===== config.mk =====
export PLATFORM = sky130hd
export DESIGN_NAME = keyboard_rollover_report_builder_unit
export DESIGN_NICKNAME = d
export VERILOG_FILES = /design/src/rtl/kbr_pkg.sv /design/src/rtl/kbr_key_apply.sv /design/src/rtl/kbr_batch_ctrl.sv /design/src/rtl/keyboard_rollover_report_builder_unit.sv
export SDC_FILE = /design/constraint.sdc
export NUM_CORES = 1
export LEC_CHECK = 0
export BUFFER_PORTS_ARGS = -buffer_cell sky130_fd_sc_hd__clkbuf_2
export CORE_MARGIN = 2
export CORE_UTILIZATION = 50
export CTS_CLUSTER_DIAMETER = 120
export DETAILED_ROUTE_END_ITERATION = 6
export PLACE_DENSITY_LB_ADDON = 0.15
export SYNTH_ARGS = -nofsm -noshare
export SYNTH_HDL_FRONTEND = slang
export SYNTH_HIERARCHICAL = 1
export SYNTH_SLANG_ARGS = --single-unit

===== constraint.sdc =====
create_clock -name clk_i -period 10.3 [get_ports clk_i]
set_input_delay 0.515 -clock clk_i [delete_from_list [all_inputs] [get_ports clk_i]]
set_output_delay 0.515 -clock clk_i [all_outputs]
set_load 0.1 [all_outputs]

===== src/rtl/kbr_pkg.sv =====
// kbr_pkg: shared types and codes for the keyboard rollover report builder
// no dependencies; imported by kbr_batch_ctrl, the top level and the testbench
`timescale 1ns / 1ps

package kbr_pkg;

  // number of slot ports on the report, fixed by the report format
  localparam int unsigned OUT_SLOTS = 6;

  // request kinds
  localparam logic REQ_KEY         = 1'b0;
  localparam logic REQ_RELEASE_ALL = 1'b1;

  // per-request result status
  typedef enum logic [1:0] {
    ST_COMMIT = 2'd0,
    ST_OPEN   = 2'd1,
    ST_REJECT = 2'd2
  } status_e;

  // one result as it leaves the batch controller
  typedef struct packed {
    status_e                     status;
    logic                        report_valid;
    logic [7:0]                  modifiers;
    logic [OUT_SLOTS-1:0][7:0]   slots;
  } result_t;

endpackage


===== src/rtl/kbr_key_apply.sv =====
// kbr_key_apply: applies one key event to a working report copy
// combinational; no dependencies
`timescale 1ns / 1ps

module kbr_key_apply #(
  parameter int unsigned KEY_SLOTS         = 6,
  parameter int unsigned MODIFIER_FLAG_BIT = 8
) (
  input  logic [15:0]                code_i,
  input  logic                       press_i,
  input  logic [7:0]                 mods_i,
  input  logic [KEY_SLOTS-1:0][7:0]  keys_i,
  output logic [7:0]                 mods_o,
  output logic [KEY_SLOTS-1:0][7:0]  keys_o,
  output logic                       ok_o
);

  logic                      is_mod;
  logic                      mod_ok;
  logic                      plain_ok;
  logic [KEY_SLOTS-1:0]      match;
  logic [KEY_SLOTS-1:0]      empty;
  logic [KEY_SLOTS-1:0]      first_empty;
  logic [KEY_SLOTS-1:0]      shift_here;
  logic [KEY_SLOTS-1:0][7:0] keys_removed;
  logic [KEY_SLOTS-1:0][7:0] keys_added;
  logic                      hit;
  logic                      has_empty;

  // code classification
  assign is_mod   = code_i[MODIFIER_FLAG_BIT];
  assign mod_ok   = $onehot(code_i[7:0]);
  assign plain_ok = (code_i[15:8] == 8'd0) && (code_i[7:0] != 8'd0);

  // per-slot compare, first empty slot and pack-forward on release
  for (genvar k = 0; k < KEY_SLOTS; k++) begin : g_slot
    localparam logic [KEY_SLOTS-1:0] LowMask = KEY_SLOTS'((1 << k) - 1);
    localparam logic [KEY_SLOTS-1:0] IncMask = KEY_SLOTS'((1 << (k + 1)) - 1);

    assign match[k]       = (keys_i[k] == code_i[7:0]);
    assign empty[k]       = (keys_i[k] == 8'd0);
    assign first_empty[k] = empty[k] & ~|(empty & LowMask);
    assign shift_here[k]  = |(match & IncMask);
    assign keys_added[k]  = first_empty[k] ? code_i[7:0] : keys_i[k];

    if (k + 1 < KEY_SLOTS) begin : g_mid
      assign keys_removed[k] = shift_here[k] ? keys_i[k+1] : keys_i[k];
    end else begin : g_end
      assign keys_removed[k] = shift_here[k] ? 8'd0 : keys_i[k];
    end
  end

  assign hit       = |match;
  assign has_empty = |empty;

  // select the edit that this event makes
  always_comb begin
    mods_o = mods_i;
    keys_o = keys_i;
    ok_o   = 1'b0;
    if (is_mod) begin
      ok_o = mod_ok;
      if (mod_ok) begin
        mods_o = press_i ? (mods_i | code_i[7:0]) : (mods_i & ~code_i[7:0]);
      end
    end else if (plain_ok) begin
      if (hit) begin
        ok_o = 1'b1;
        if (!press_i) begin
          keys_o = keys_removed;
        end
      end else if (!press_i) begin
        ok_o = 1'b1;
      end else if (has_empty) begin
        ok_o   = 1'b1;
        keys_o = keys_added;
      end
    end
  end

endmodule


===== src/rtl/kbr_batch_ctrl.sv =====
// kbr_batch_ctrl: committed and working reports, batch bookkeeping
// depends on kbr_pkg and kbr_key_apply
`timescale 1ns / 1ps

module kbr_batch_ctrl #(
  parameter int unsigned KEY_SLOTS         = 6,
  parameter int unsigned MODIFIER_FLAG_BIT = 8
) (
  input  logic              clk_i,
  input  logic              rst_ni,
  input  logic              step_i,
  input  logic              req_type_i,
  input  logic [15:0]       key_code_i,
  input  logic              key_pressed_i,
  input  logic              batch_last_i,
  output kbr_pkg::result_t  result_o
);

  import kbr_pkg::*;

  logic [7:0]                held_mods_q, held_mods_d;
  logic [KEY_SLOTS-1:0][7:0] held_keys_q, held_keys_d;
  logic [7:0]                work_mods_q, work_mods_d;
  logic [KEY_SLOTS-1:0][7:0] work_keys_q, work_keys_d;
  logic                      open_q, open_d;
  logic                      failed_q, failed_d;

  logic [7:0]                base_mods;
  logic [KEY_SLOTS-1:0][7:0] base_keys;
  logic                      base_failed;
  logic [7:0]                new_mods;
  logic [KEY_SLOTS-1:0][7:0] new_keys;
  logic                      apply_ok;
  logic                      failed_now;
  status_e                   status;
  logic                      report_valid;

  // a new batch starts from the committed report
  assign base_mods   = open_q ? work_mods_q : held_mods_q;
  assign base_keys   = open_q ? work_keys_q : held_keys_q;
  assign base_failed = open_q & failed_q;

  kbr_key_apply #(
    .KEY_SLOTS         (KEY_SLOTS),
    .MODIFIER_FLAG_BIT (MODIFIER_FLAG_BIT)
  ) u_apply (
    .code_i  (key_code_i),
    .press_i (key_pressed_i),
    .mods_i  (base_mods),
    .keys_i  (base_keys),
    .mods_o  (new_mods),
    .keys_o  (new_keys),
    .ok_o    (apply_ok)
  );

  assign failed_now = base_failed | ~apply_ok;

  // next state and status for the current request
  always_comb begin
    held_mods_d  = held_mods_q;
    held_keys_d  = held_keys_q;
    work_mods_d  = base_mods;
    work_keys_d  = base_keys;
    open_d       = 1'b0;
    failed_d     = 1'b0;
    status       = ST_COMMIT;
    report_valid = 1'b0;
    if (req_type_i == REQ_RELEASE_ALL) begin
      held_mods_d  = '0;
      held_keys_d  = '0;
      work_mods_d  = '0;
      work_keys_d  = '0;
      report_valid = 1'b1;
    end else begin
      if (!failed_now) begin
        work_mods_d = new_mods;
        work_keys_d = new_keys;
      end
      if (batch_last_i) begin
        if (failed_now) begin
          status = ST_REJECT;
        end else begin
          held_mods_d  = new_mods;
          held_keys_d  = new_keys;
          report_valid = 1'b1;
        end
      end else begin
        status   = ST_OPEN;
        open_d   = 1'b1;
        failed_d = failed_now;
      end
    end
  end

  // state registers, updated once per accepted request
  always_ff @(posedge clk_i or negedge rst_ni) begin
    if (!rst_ni) begin
      held_mods_q <= '0;
      held_keys_q <= '0;
      work_mods_q <= '0;
      work_keys_q <= '0;
      open_q      <= 1'b0;
      failed_q    <= 1'b0;
    end else if (step_i) begin
      held_mods_q <= held_mods_d;
      held_keys_q <= held_keys_d;
      work_mods_q <= work_mods_d;
      work_keys_q <= work_keys_d;
      open_q      <= open_d;
      failed_q    <= failed_d;
    end
  end

  // result carries the committed report after this request
  assign result_o.status       = status;
  assign result_o.report_valid = report_valid;
  assign result_o.modifiers    = held_mods_d;

  for (genvar j = 0; j < OUT_SLOTS; j++) begin : g_out
    if (j < KEY_SLOTS) begin : g_used
      assign result_o.slots[j] = held_keys_d[j];
    end else begin : g_unused
      assign result_o.slots[j] = 8'd0;
    end
  end

endmodule


===== src/rtl/keyboard_rollover_report_builder_unit.sv =====
// keyboard_rollover_report_builder_unit: top level with result register
// depends on kbr_pkg and kbr_batch_ctrl
`timescale 1ns / 1ps

// Builds a boot-keyboard style report (modifier byte plus KEY_SLOTS key
// slots) from a stream of key requests. Each accepted request gives exactly
// one result: status (committed, batch open, batch rejected), a flag that a
// new report was committed, and the committed report after that request.
// One request is accepted every cycle while the output register is free or
// draining, and its result appears there in the cycle after acceptance. The
// rate is set by the once-per-request update of the report state registers,
// with all slot compares in parallel. A new request is taken whenever the
// output register is empty or its result is being taken in the same cycle.

module keyboard_rollover_report_builder_unit #(
  parameter int unsigned KEY_SLOTS         = 6,
  parameter int unsigned MODIFIER_FLAG_BIT = 8
) (
  input  logic        clk_i,
  input  logic        rst_ni,
  input  logic        in_valid_i,
  output logic        in_ready_o,
  input  logic        req_type_i,
  input  logic [15:0] key_code_i,
  input  logic        key_pressed_i,
  input  logic        batch_last_i,
  output logic        out_valid_o,
  input  logic        out_ready_i,
  output logic [1:0]  status_o,
  output logic        report_valid_o,
  output logic [7:0]  modifier_bits_o,
  output logic [7:0]  slot_0_o,
  output logic [7:0]  slot_1_o,
  output logic [7:0]  slot_2_o,
  output logic [7:0]  slot_3_o,
  output logic [7:0]  slot_4_o,
  output logic [7:0]  slot_5_o
);

  import kbr_pkg::*;

  logic    step;
  result_t result;
  result_t result_q;
  logic    out_valid_q;

  // accept while the result register is free or draining
  assign in_ready_o = ~out_valid_q | out_ready_i;
  assign step       = in_valid_i & in_ready_o;

  kbr_batch_ctrl #(
    .KEY_SLOTS         (KEY_SLOTS),
    .MODIFIER_FLAG_BIT (MODIFIER_FLAG_BIT)
  ) u_batch (
    .clk_i         (clk_i),
    .rst_ni        (rst_ni),
    .step_i        (step),
    .req_type_i    (req_type_i),
    .key_code_i    (key_code_i),
    .key_pressed_i (key_pressed_i),
    .batch_last_i  (batch_last_i),
    .result_o      (result)
  );

  // result valid flag
  always_ff @(posedge clk_i or negedge rst_ni) begin
    if (!rst_ni) begin
      out_valid_q <= 1'b0;
    end else if (step) begin
      out_valid_q <= 1'b1;
    end else if (out_ready_i) begin
      out_valid_q <= 1'b0;
    end
  end

  // result payload
  always_ff @(posedge clk_i) begin
    if (step) begin
      result_q <= result;
    end
  end

  assign out_valid_o     = out_valid_q;
  assign status_o        = result_q.status;
  assign report_valid_o  = result_q.report_valid;
  assign modifier_bits_o = result_q.modifiers;
  assign slot_0_o        = result_q.slots[0];
  assign slot_1_o        = result_q.slots[1];
  assign slot_2_o        = result_q.slots[2];
  assign slot_3_o        = result_q.slots[3];
  assign slot_4_o        = result_q.slots[4];
  assign slot_5_o        = result_q.slots[5];

  // a committed report is only flagged with commit status
  a_valid_means_commit: assert property (@(posedge clk_i) disable iff (!rst_ni)
    (out_valid_o && report_valid_o) |-> (status_o == ST_COMMIT))
    else $error("report flagged without commit status");

  // release-all empties the report seen in the next result
  a_release_all_clears: assert property (@(posedge clk_i) disable iff (!rst_ni)
    (step && req_type_i == REQ_RELEASE_ALL) |=>
      (out_valid_o && report_valid_o && modifier_bits_o == 8'd0 &&
       slot_0_o == 8'd0 && slot_5_o == 8'd0))
    else $error("release-all left keys in the report");

  // input stalls only behind a pending result
  a_stall_cause: assert property (@(posedge clk_i) disable iff (!rst_ni)
    !in_ready_o |-> (out_valid_o && !out_ready_i))
    else $error("request stalled with free result register");

endmodule


==> impl_metrics.yaml <==
clock_tree:
  cts.sinks: 174
  cts_buffers: 17
  clk_latency_ps: 440
  cts_setup_buffers: 0
  postCtsHoldBufs: 0
  cts_tree: "yes"
  cts_max_path_buffers: 2
  cts_resized: 0
  cts_max_level: 4
  path_clk_slew_ps: 70
  root_buffer: "clkbuf_16"
logic_synthesis:
  synth_top_cell_by_area: "dfrtp_1"
  yosysSeqAreaShare: 0.4231
  synthFlopType: "dfrtp_1"
  synthCells: 1188
  postSynthAreaPerCell_um2: 9.249
  synth-edff-count: 59
  async_flop_share: 0.6609
  synth_area_um2: 10990
  synth.distinct_cells: 64
  synth_top_area_frac: 0.2619
  synthTopCellsByArea: "dfrtp_1 26%, edfxtp_1 16%, o21ai_0 5.3%"
  yosys_warnings: 6
  syn-num-nets: 1219
  ys_ff_latch: 174
min_path:
  hold_class: "primary input to asynchronous set/reset pin"
placed_design:
  gp_congestion: 0.9396
  dp_cells: 1455
  port_buffers: 83
  dp_hpwl_um: 18830
final_layout:
  mostFrequentLayoutCells: "117 x o21ai_0, 114 x dfrtp_1, 80 x clkbuf_2"
  num-nets-final: 1225
  syn2layout_area_growth_pct: 9.075
  reg_top3: "u_batch/held_keys_q (48), u_batch/work_keys_q (48)"
  finalNonFillerCells: 1487
  layout.cells.most_common: "o21ai_0"
  diodes: 0
  n_fill_cell: 1943
  drive_gt1_frac: 0.1425
worst_setup_path:
  regToRegSetupSlack_ps: 5080
  cp.arrival_ps: 5840
  r2r_cells: 12
  r2r-start: "u_batch/open_q$_DFFE_PN0P_"
  reg2reg_to: "slot_3_o[6]$_DFFE_PP_"
  worstSetupEndpoint: "slot_3_o[6]$_DFFE_PP_"
  cp-end-kind: "flop"
  crit_type: "primary input to flop"
  worstPathRequired_ps: 10570
  critPathLaunch: "key_code_i[3]"
  cp_max_fo: 93
  startpoint_type: "primary input"
floorplanning:
  initial_core_util: 0.5066
  die_w_um: 152.2
  row_count: 54
  pin_count: 84
  die-area_um2: 23180
  dieHeight_um: 152.2
  core_um2: 21690
power:
  powerDensity_nw_per_um2: 233.9
  ir_drop_mv: 0.1288
  p_leak_nw: 4.790
sta:
  fmax_ghz: 0.1797
  hold_violations: 0
  tns_ps: 0
  fin_crit_ps: 5564
  fin_skew_ps: 17.31
  maxSlewHeadroom: 0.2544
  finalSetupViolations: 0
  rsz0062_at_grt: "false"
  drv_slew: 0
  final.period_utilization: 0.5402
  worst_pin_slew_ps: 1118
global_routing:
  antenna_found_initial: 0
  track_usage: 0.2628
  grt_busiest_layer: "met2"
  grt-ovfl-total: 0
  grt_pass1_vias: 9037
  groute.layer.met3.usage: 0.03840
  met2_usage: 0.4155
  use_met1: 0.3779
  grt_max_degree: 114
  grt_pass1_wl_um: 49670
detailed_routing:
  drtAntennaViolNets: 0
  via_per_inst: 6.403
  first_iter_violations: 870
  wl_per_cell_um: 20.87
  drc_errors: 0
  vias: 9521
  wl_um: 31030
  firstDrtPassIters: 7
flow_run:
  drv_cap: 0
outcome:
  outcome: "finished, final reports clean"
## cell type report
type	instances	area (um^2)	share of cell area
well taps	280	350.3	0.02923
clock inverters	15	206.4	0.01723
repair buffers	101	558.0	0.04656
clock buffers	17	425.4	0.03549
inverters	75	281.5	0.02349
flip-flops and latches	174	4651	0.3880
multi-input cells	825	5513	0.4600
## cell families (layout without fill, tap and decap cells)
logic type | after synthesis | count (layout) | synth area share
simple gates | 380 | 380 | 0.1970
buf+inv | 189 | 208 | 0.07789
flops | 174 | 174 | 0.4231
mux | 40 | 40 | 0.03769
compound gates | 349 | 349 | 0.2142
fa+ha+maj | 8 | 8 | 0.01184
xor+xnor | 48 | 48 | 0.03826
## where the power goes
part	switching (mW)	leakage, nW	internal [mW]	total [mW]
sequential	0.0937	2.02	0.892	0.986
combinational	0.770	2.47	0.337	1.11
clock	0.299	0.302	0.411	0.710
total	1.16	4.79	1.64	2.80
## critical path, cell delays in order
cell	delay, ps
clkbuf_2	350
inv_1	190
fa_1	470
fa_1	520
fa_1	410
inv_1	60
ha_1	150
inv_1	70
fa_1	430
a2111oi_0	400
a21oi_1	100
o22ai_1	220
a21boi_4	630
buf_4	850
nand3_1	170
a21oi_1	200
## stage by stage
stage          power (mW)  utilization  area, um^2  hold slack (ps)  setup slack [ps]
2_1_floorplan       1.828            -       10990            219.4              5838
3_3_place_gp        2.066       0.5235       11350            499.8              4501
3_5_place_dp        2.081       0.5235       11350            504.7              4409
4_1_cts             2.798       0.5526       11990            187.2              4851
5_1_grt             2.949       0.5526       11990            221.8              4474
6_report            2.803       0.5526       11990            168.0              4736
## synth_stat cells (all sizes together), types with 2 or more instances
library cell / n
o21ai: 143
dfrtp: 115
nand2: 76
inv: 75
a21oi: 70
nand4: 64
nand2b: 61
nand3: 61
clkbuf: 60
edfxtp: 59
nor2b: 57
a221o: 56
o311ai: 55
buf: 54
xor2: 32
mux2i: 29
nor2: 22
nor4: 21
xnor2: 16
mux2: 11
a22o: 4
a31oi: 4
fa: 4
ha: 4
nor3: 4
or2: 4
or4: 4
o221a: 3
a21boi: 2
and2: 2
## layer usage
layer  up-vias  part of all wire
met5         -                 0
met4         0             0.014
met3        28             0.056
met2       350              0.47
met1      4766              0.46
li1       4377                 -
## how the worst min path moves through the flow
| stage | end | depth (start not counted) | slack [ps] | startpoint |
|---|---|---|---|---|
| 2_1_floorplan | out_valid_o$_DFFE_PN0P_ | 0 | 220 | rst_ni |
| 3_5_place_dp | u_batch/open_q$_DFFE_PN0P_ | 1 | 500 | u_batch/open_q$_DFFE_PN0P_ |
| 6_report | u_batch/held_keys_q[36]$_DFFE_PN0P_ | 1 | 170 | rst_ni |
| 3_3_place_gp | u_batch/open_q$_DFFE_PN0P_ | 1 | 500 | u_batch/open_q$_DFFE_PN0P_ |
| 5_1_grt | u_batch/held_keys_q[36]$_DFFE_PN0P_ | 1 | 220 | rst_ni |
| 4_1_cts | u_batch/held_keys_q[36]$_DFFE_PN0P_ | 1 | 190 | rst_ni |
(Power assumes the default switching activity.)
